**src/design/bkvr_pkg.sv**
```systemverilog
package bkvr_pkg;

    localparam int unsigned ByteW    = 8;
    localparam int unsigned KindW    = 4;
    localparam int unsigned MatchW   = 4;
    localparam int unsigned PadW     = 2;
    localparam int unsigned DateLen  = 12;

    localparam logic [ByteW-1:0] BYTE_LIST  = 8'h00;
    localparam logic [ByteW-1:0] BYTE_STR   = 8'h01;
    localparam logic [ByteW-1:0] BYTE_BOOL  = 8'h02;
    localparam logic [ByteW-1:0] BYTE_CLOSE = 8'h08;
    localparam logic [ByteW-1:0] BYTE_NUL   = 8'h00;
    localparam logic [ByteW-1:0] BYTE_ONE   = 8'h01;

    typedef enum logic [2:0] {
        PH_START = 3'd0,
        PH_WAIT  = 3'd1,
        PH_KEY   = 3'd2,
        PH_VALUE = 3'd3,
        PH_PAD   = 3'd4
    } t_phase;

    typedef enum logic [1:0] {
        FK_STRING = 2'd0,
        FK_BOOL   = 2'd1,
        FK_DATE   = 2'd2,
        FK_LIST   = 2'd3
    } t_field;

    typedef enum logic [1:0] {
        LP_WAIT  = 2'd0,
        LP_INDEX = 2'd1,
        LP_ITEM  = 2'd2
    } t_list_phase;

    typedef enum logic [KindW-1:0] {
        TK_KEY_BYTE  = 4'd0,
        TK_KEY_END   = 4'd1,
        TK_STR_BYTE  = 4'd2,
        TK_STR_END   = 4'd3,
        TK_BOOL      = 4'd4,
        TK_DATE      = 4'd5,
        TK_ITEM_BYTE = 4'd6,
        TK_ITEM_END  = 4'd7,
        TK_ENTRY_END = 4'd8
    } t_token_kind;

    typedef struct packed {
        t_phase           phase;
        t_field           field;
        t_list_phase      lphase;
        logic [PadW-1:0]  pad_count;
        logic [MatchW-1:0] match_pos;
        logic             mismatch;
    } t_state;

    typedef struct packed {
        t_token_kind      kind;
        logic [ByteW-1:0] data;
        logic             is_date;
    } t_token;

    // characters of the date key name, LastPlayTime
    function automatic logic [ByteW-1:0] date_char(input logic [MatchW-1:0] pos);
        logic [ByteW-1:0] c;
        case (pos)
            4'd0:    c = 8'h4C;
            4'd1:    c = 8'h61;
            4'd2:    c = 8'h73;
            4'd3:    c = 8'h74;
            4'd4:    c = 8'h50;
            4'd5:    c = 8'h6C;
            4'd6:    c = 8'h61;
            4'd7:    c = 8'h79;
            4'd8:    c = 8'h54;
            4'd9:    c = 8'h69;
            4'd10:   c = 8'h6D;
            4'd11:   c = 8'h65;
            default: c = 8'h00;
        endcase
        return c;
    endfunction

endpackage

```
**src/design/bkvr_in_if.sv**
```systemverilog
interface bkvr_in_if;
    logic                      valid;
    logic                      ready;
    logic [bkvr_pkg::ByteW-1:0] byte_in;

    modport source (output valid, output byte_in, input ready);
    modport sink   (input valid, input byte_in, output ready);
endinterface

```
**src/design/bkvr_out_if.sv**
```systemverilog
interface bkvr_out_if;
    logic                       valid;
    logic                       ready;
    logic [bkvr_pkg::KindW-1:0] token_kind;
    logic [bkvr_pkg::ByteW-1:0] data_byte;
    logic                       key_is_date;

    modport source (output valid, output token_kind, output data_byte, output key_is_date,
                    input ready);
    modport sink   (input valid, input token_kind, input data_byte, input key_is_date,
                    output ready);
endinterface

```
**src/design/bkvr_core.sv**
```systemverilog
module bkvr_core (
    input  bkvr_pkg::t_state            i_state,
    input  logic [bkvr_pkg::ByteW-1:0]  i_byte,
    output bkvr_pkg::t_state            o_state,
    output logic                        o_tok_valid,
    output bkvr_pkg::t_token            o_tok
);

    logic key_hit;
    logic is_date;

    assign key_hit = !i_state.mismatch
                     && (i_state.match_pos < bkvr_pkg::MatchW'(bkvr_pkg::DateLen))
                     && (i_byte == bkvr_pkg::date_char(i_state.match_pos));
    assign is_date = !i_state.mismatch
                     && (i_state.match_pos == bkvr_pkg::MatchW'(bkvr_pkg::DateLen));

    always_comb begin
        o_state     = i_state;
        o_tok_valid = 1'b0;
        o_tok.kind    = bkvr_pkg::TK_KEY_BYTE;
        o_tok.data    = '0;
        o_tok.is_date = 1'b0;

        case (i_state.phase)
            bkvr_pkg::PH_START: begin
                if (i_byte == bkvr_pkg::BYTE_STR) begin
                    o_state.field     = bkvr_pkg::FK_STRING;
                    o_state.phase     = bkvr_pkg::PH_KEY;
                    o_state.match_pos = '0;
                    o_state.mismatch  = 1'b0;
                end
            end
            bkvr_pkg::PH_WAIT: begin
                if (i_byte != bkvr_pkg::BYTE_CLOSE) begin
                    if (i_byte == bkvr_pkg::BYTE_STR)  o_state.field = bkvr_pkg::FK_STRING;
                    if (i_byte == bkvr_pkg::BYTE_BOOL) o_state.field = bkvr_pkg::FK_BOOL;
                    if (i_byte == bkvr_pkg::BYTE_LIST) o_state.field = bkvr_pkg::FK_LIST;
                    o_state.phase     = bkvr_pkg::PH_KEY;
                    o_state.match_pos = '0;
                    o_state.mismatch  = 1'b0;
                end
            end
            bkvr_pkg::PH_KEY: begin
                o_tok_valid = 1'b1;
                if (i_byte != bkvr_pkg::BYTE_NUL) begin
                    if (key_hit) o_state.match_pos = i_state.match_pos + 1'b1;
                    else         o_state.mismatch  = 1'b1;
                    o_tok.kind = bkvr_pkg::TK_KEY_BYTE;
                    o_tok.data = i_byte;
                end else begin
                    o_state.phase = bkvr_pkg::PH_VALUE;
                    if (is_date) o_state.field = bkvr_pkg::FK_DATE;
                    o_tok.kind    = bkvr_pkg::TK_KEY_END;
                    o_tok.is_date = is_date;
                end
            end
            bkvr_pkg::PH_VALUE: begin
                case (i_state.field)
                    bkvr_pkg::FK_STRING: begin
                        o_tok_valid = 1'b1;
                        if (i_byte != bkvr_pkg::BYTE_NUL) begin
                            o_tok.kind = bkvr_pkg::TK_STR_BYTE;
                            o_tok.data = i_byte;
                        end else begin
                            o_state.phase = bkvr_pkg::PH_WAIT;
                            o_tok.kind    = bkvr_pkg::TK_STR_END;
                        end
                    end
                    bkvr_pkg::FK_BOOL: begin
                        o_state.phase = bkvr_pkg::PH_PAD;
                        if (i_byte == bkvr_pkg::BYTE_NUL || i_byte == bkvr_pkg::BYTE_ONE) begin
                            o_tok_valid = 1'b1;
                            o_tok.kind  = bkvr_pkg::TK_BOOL;
                            o_tok.data  = i_byte;
                        end
                    end
                    bkvr_pkg::FK_DATE: begin
                        o_state.phase = bkvr_pkg::PH_PAD;
                        o_tok_valid   = 1'b1;
                        o_tok.kind    = bkvr_pkg::TK_DATE;
                    end
                    default: begin
                        case (i_state.lphase)
                            bkvr_pkg::LP_WAIT: begin
                                if (i_byte == bkvr_pkg::BYTE_CLOSE) begin
                                    // first close byte is remembered, second ends the entry
                                    if (i_state.pad_count == 2'd0) begin
                                        o_state.pad_count = 2'd1;
                                    end else if (i_state.pad_count == 2'd1) begin
                                        o_state.pad_count = 2'd0;
                                        o_state.phase     = bkvr_pkg::PH_START;
                                        o_tok_valid       = 1'b1;
                                        o_tok.kind        = bkvr_pkg::TK_ENTRY_END;
                                    end
                                end else begin
                                    o_state.lphase = bkvr_pkg::LP_INDEX;
                                end
                            end
                            bkvr_pkg::LP_INDEX: begin
                                if (i_byte == bkvr_pkg::BYTE_NUL)
                                    o_state.lphase = bkvr_pkg::LP_ITEM;
                            end
                            bkvr_pkg::LP_ITEM: begin
                                o_tok_valid = 1'b1;
                                if (i_byte != bkvr_pkg::BYTE_NUL) begin
                                    o_tok.kind = bkvr_pkg::TK_ITEM_BYTE;
                                    o_tok.data = i_byte;
                                end else begin
                                    o_state.lphase = bkvr_pkg::LP_WAIT;
                                    o_tok.kind     = bkvr_pkg::TK_ITEM_END;
                                end
                            end
                            default: begin
                            end
                        endcase
                    end
                endcase
            end
            bkvr_pkg::PH_PAD: begin
                if (i_state.field == bkvr_pkg::FK_BOOL || i_state.field == bkvr_pkg::FK_DATE) begin
                    if (i_state.pad_count < 2'd2) begin
                        o_state.pad_count = i_state.pad_count + 1'b1;
                    end else begin
                        o_state.pad_count = 2'd0;
                        o_state.phase     = bkvr_pkg::PH_WAIT;
                    end
                end
            end
            default: begin
            end
        endcase
    end

endmodule

```
**src/design/binary_keyvalue_record_tokenizer.sv**
```systemverilog
// channel   | dir | payload                               | transaction
// i_in      | in  | byte_in                               | one raw record byte
// o_out     | out | token_kind, data_byte, key_is_date    | one token
//
// a byte is taken into an input register, decoded combinationally by bkvr_core
// against the parse state, and its token (if any) lands in the output register
// one byte per cycle sustained while no token waits on a full output register
// the output register stalls only the bytes that make a token; bytes with no
// token drain even while a token waits
// synchronous reset puts the parser in the entry start phase with empty registers
module binary_keyvalue_record_tokenizer (
    input  logic           i_clk,
    input  logic           i_rst_n,
    bkvr_in_if.sink        i_in,
    bkvr_out_if.source     o_out
);

    bkvr_pkg::t_state                r_state;
    bkvr_pkg::t_state                n_state;
    logic                            r_in_valid;
    logic [bkvr_pkg::ByteW-1:0]      r_in_byte;
    logic                            r_out_valid;
    bkvr_pkg::t_token                r_out_tok;

    logic                            tok_valid;
    bkvr_pkg::t_token                tok;
    logic                            out_free;
    logic                            advance;

    bkvr_core u_core (
        .i_state     (r_state),
        .i_byte      (r_in_byte),
        .o_state     (n_state),
        .o_tok_valid (tok_valid),
        .o_tok       (tok)
    );

    assign out_free = !r_out_valid || o_out.ready;
    // the registered byte moves on unless its token has nowhere to go
    assign advance  = r_in_valid && (!tok_valid || out_free);
    assign i_in.ready = !r_in_valid || advance;

    always_ff @(posedge i_clk) begin
        if (!i_rst_n) begin
            r_in_valid          <= 1'b0;
            r_out_valid         <= 1'b0;
            r_state.phase       <= bkvr_pkg::PH_START;
            r_state.field       <= bkvr_pkg::FK_STRING;
            r_state.lphase      <= bkvr_pkg::LP_WAIT;
            r_state.pad_count   <= '0;
            r_state.match_pos   <= '0;
            r_state.mismatch    <= 1'b0;
        end else begin
            if (i_in.ready) r_in_valid <= i_in.valid;
            if (advance) r_state <= n_state;
            if (advance && tok_valid) r_out_valid <= 1'b1;
            else if (o_out.ready)     r_out_valid <= 1'b0;
        end
    end

    always_ff @(posedge i_clk) begin
        if (i_in.ready && i_in.valid) r_in_byte <= i_in.byte_in;
        if (advance && tok_valid)     r_out_tok <= tok;
    end

    assign o_out.valid       = r_out_valid;
    assign o_out.token_kind  = r_out_tok.kind;
    assign o_out.data_byte   = r_out_tok.data;
    assign o_out.key_is_date = r_out_tok.is_date;

endmodule

```
**src/flat_wrapper.sv**
```systemverilog
// flat-port wrapper written by rule: the top's interface ports become plain ports
module binary_keyvalue_record_tokenizer_flat 
  (i_clk, i_rst_n, i_in_valid, i_in_byte_in, i_in_ready, o_out_valid, o_out_token_kind, o_out_data_byte, o_out_key_is_date, o_out_ready);
  bkvr_in_if i_in_i ();
  bkvr_out_if o_out_i ();
  input  logic i_clk;
  input  logic i_rst_n;
  input wire logic [$bits(i_in_i.valid)-1:0] i_in_valid;
  input wire logic [$bits(i_in_i.byte_in)-1:0] i_in_byte_in;
  output wire logic [$bits(i_in_i.ready)-1:0] i_in_ready;
  output wire logic [$bits(o_out_i.valid)-1:0] o_out_valid;
  output wire logic [$bits(o_out_i.token_kind)-1:0] o_out_token_kind;
  output wire logic [$bits(o_out_i.data_byte)-1:0] o_out_data_byte;
  output wire logic [$bits(o_out_i.key_is_date)-1:0] o_out_key_is_date;
  input wire logic [$bits(o_out_i.ready)-1:0] o_out_ready;
  assign i_in_i.valid = i_in_valid;
  assign i_in_i.byte_in = i_in_byte_in;
  assign i_in_ready = i_in_i.ready;
  assign o_out_valid = o_out_i.valid;
  assign o_out_token_kind = o_out_i.token_kind;
  assign o_out_data_byte = o_out_i.data_byte;
  assign o_out_key_is_date = o_out_i.key_is_date;
  assign o_out_i.ready = o_out_ready;
  binary_keyvalue_record_tokenizer u_core (.i_clk(i_clk), .i_rst_n(i_rst_n), .i_in(i_in_i), .o_out(o_out_i));
endmodule
```
**config.mk**
```make
export PLATFORM = sky130hd
export DESIGN_NAME = binary_keyvalue_record_tokenizer_flat
export DESIGN_NICKNAME = d
export VERILOG_FILES = /design/src/design/bkvr_pkg.sv /design/src/design/bkvr_in_if.sv /design/src/design/bkvr_out_if.sv /design/src/design/bkvr_core.sv /design/src/design/binary_keyvalue_record_tokenizer.sv /design/src/flat_wrapper.sv
export SDC_FILE = /design/constraint.sdc
export NUM_CORES = 1
export LEC_CHECK = 0
export CAP_MARGIN = 20
export CORE_MARGIN = 3
export CORE_UTILIZATION = 28
export DETAILED_ROUTE_END_ITERATION = 16
export DONT_BUFFER_PORTS = 1
export SLEW_MARGIN = 5
export SYNTH_ARGS = -nofsm -noshare
export SYNTH_HDL_FRONTEND = slang
export SYNTH_SLANG_ARGS = --single-unit
```
**constraint.sdc**
```tcl
create_clock -name i_clk -period 3.5 [get_ports i_clk]
set_input_delay 0.175 -clock i_clk [delete_from_list [all_inputs] [get_ports i_clk]]
set_output_delay 0.175 -clock i_clk [all_outputs]
set_load 0.005 [all_outputs]
```
==> insert_results.sql <==
INSERT INTO impl_metrics (metric_group, metric, value, unit) VALUES
('floorplanning', 'core_area', '8340', 'um2'),
('clock_network', 'cts.htree.levels', '2', ''),
('cells_and_area', 'register_area', '1090', 'um2'),
('power', 'netSwitchingPower', '0.211', 'mW'),
('sta', 'hold_viol', '0', ''),
('grt', 'grt-busiest-layer', 'met2', ''),
('setup_path', 'critPathMaxFanout', '5', ''),
('clock_network', 'clock_tree.root_cell', 'sky130_fd_sc_hd__clkbuf_8', ''),
('synth', 'synth.cell_area', '2450', 'um2'),
('detailed_routing', 'post_drt_wl_per_cell', '14.9', 'um'),
('power', 'p_leak', '0.957', 'nW'),
('detailed_routing', 'drt_drc_violations_left', '0', ''),
('placed_design', 'dp_slack', '0.179', 'ns'),
('sta', 'finalCritPeriodShare', '93.5', '%'),
('sta', 'period_needed', '3.27', 'ns'),
('synth', 'synth_top_cells_by_area', 'sky130_fd_sc_hd__edfxtp_1, sky130_fd_sc_hd__dfxtp_1, sky130_fd_sc_hd__ha_1', ''),
('grt', 'grt_pass1_vias', '1916', ''),
('grt', 'met3_usage', '3.09', '%'),
('hold_path', 'timing.hold.worst.class', 'in -> reg', ''),
('floorplanning', 'initial_core_util', '29.4', '%'),
('synth', 'syn_area_per_cell', '9.76', 'um2'),
('grt', 'use_met2', '17.3', '%'),
('sta', 'relSlewSlack', '64.1', '%'),
('power', 'pwr-share-clk', '38.7', '%'),
('cells_and_area', 'final.fill_count', '867', ''),
('cells_and_area', 'final_design_area_no_fill', '2870', 'um2'),
('floorplanning', 'pin_count', '27', ''),
('clock_network', 'clkSlewWorstSetupHoldPaths', '0.08', 'ns'),
('synth', 'yosysWarningCount', '0', ''),
('clock_network', 'clk-insertion-delay-late', '0.30', 'ns'),
('grt', 'grt_util_all_layers', '11.9', '%'),
('power', 'p_int', '0.785', 'mW'),
('synth', 'postSynthCellCount', '251', ''),
('sta', 'max_clk_rate', '0.305', 'GHz'),
('synth', 'synth_nets', '277', ''),
('floorplanning', 'die_outline_area', '9910', 'um2'),
('sta', 'post_route_setup_tns', '0', 'ns'),
('setup_path', 'crit_path_start_kind', 'flip-flop', ''),
('grt', 'met1_track_usage_gr', '17.1', '%'),
('clock_network', 'clkSinkCount', '44', ''),
('cells_and_area', 'antennaDiodeCount', '0', ''),
('detailed_routing', 'detail_route.iter0.violations', '233', ''),
('power', 'netSwitchingFraction', '21.1', '%'),
('sta', 'rsz_0062_raised_after_global_routing', 'no', ''),
('setup_path', 'timing.critical_path.slowest_stage_cell', 'sky130_fd_sc_hd__or4b_1', ''),
('placed_design', 'placement.io_buffers', '0', ''),
('setup_path', 'timing.setup.critical_path_class', 'reg -> reg', ''),
('setup_path', 'arrival_time_of_data_at_the_critical_path_endpoint', '3.46', 'ns'),
('synth', 'synth_top_flop_cell', 'sky130_fd_sc_hd__dfxtp_1', ''),
('floorplanning', 'chipWidth', '99.5', 'um'),
('synth', 'post-synth-top-count-cell', 'sky130_fd_sc_hd__dfxtp_1', ''),
('cells_and_area', 'area.growth.synth_to_final', '17.0', '%'),
('detailed_routing', 'vias', '1929', ''),
('floorplanning', 'die_height', '99.5', 'um'),
('grt', 'grt_pass1_wl', '9400', 'um'),
('grt', 'grt_antenna_before_repair', '0', ''),
('synth', 'synth_seq_cells', '44', ''),
('floorplanning', 'placementRows', '33', ''),
('setup_path', 'count_of_buffer_and_inverter_cells_on_the_critical_path', '1', ''),
('outcome', 'status', 'completed', ''),
('synth', 'synth.distinct_cells', '56', ''),
('sta', 'whs', '0.0106', 'ns'),
('synth', 'synth_common_cells', 'sky130_fd_sc_hd__dfxtp_1, sky130_fd_sc_hd__edfxtp_1, sky130_fd_sc_hd__nand2_1, sky130_fd_sc_hd__nor2_1', ''),
('synth', 'async_flop_share', '0', '%'),
('clock_network', 'tritoncts_clock_tree', 'yes', ''),
('synth', 'synth_edf_count', '21', ''),
('placed_design', 'gp_routability_congestion', '0.957', ''),
('synth', 'yosysTopAreaCellShare', '25.7', '%'),
('cells_and_area', 'area_occupied_by_multi_input_gates', '1280', 'um2'),
('placed_design', 'place_hpwl', '4400', 'um'),
('sta', 'setup_viol', '0', '');
## cell families after synthesis
logic type | Yosys count | share of synthesized area [%]
buffers and inverters | 22 | 3.42
adders and majority gates | 14 | 7.15
xor gates and xnor gates | 9 | 3.52
DFF | 44 | 44.5
and+or+nand+nor | 107 | 24.8
AOI/OAI and AO/OA | 49 | 14.1
muxes | 6 | 2.50
## cell usage in the layout, fill, tap and decap left out, drive strengths merged, types with 6 or more instances in the layout
cell type,instances
xnor2,9
dfxtp,23
nor2,19
ha,14
or3,6
and2,10
nand2,18
inv,14
edfxtp,21
nor2b,7
buf,16
dlygate4sd3,8
nor3,9
o21ai,13
a21oi,6
## routing by layer
layer	vias up	wire [um]
li1	967	-
met1	892	2870
met2	64	2400
met3	6	319
met4	0	85
met5	-	0
## worst paths after layout
check / startpoint / to / slack (ns) / cells past startpoint
setup / recovery: u_core.r_in_byte[2] / flip-flop / 0.23 / 10
hold / removal: i_rst_n / u_core.r_state[12] / 0.01 / 2
setup reg to reg: u_core.r_in_byte[2] / flip-flop / 0.23 / 10
hold reg to reg: u_core.r_state[5] / u_core.r_state[5] / 0.50 / 2
## repair_timing
| action | CTS | global route |
|---|---|---|
| hold endpoints to repair | 8 | 0 |
| hold buffers | 8 | 0 |
| resized for setup | 0 | 2 |
| setup endpoints to repair | 0 | 2 |
| setup buffers | 0 | 0 |
## power groups by stage
stage | sequential (mW) | clock [mW] | combinational [mW]
floorplan | 0.565 | 0 | 0.0288
global placement | 0.563 | 0 | 0.0509
detailed placement | 0.565 | 0 | 0.0502
CTS | 0.553 | 0.398 | 0.0573
global route | 0.554 | 0.421 | 0.0637
finish | 0.552 | 0.385 | 0.0583
## cell type report
class	count	area share, %
clock buffer	5	2.40
clock inverter	3	1.48
multi-input combinational	185	44.7
tap	105	4.58
inverter	14	1.83
sequential	44	38.1
timing repair buffer	24	6.98
(Power assumes the default switching activity.)
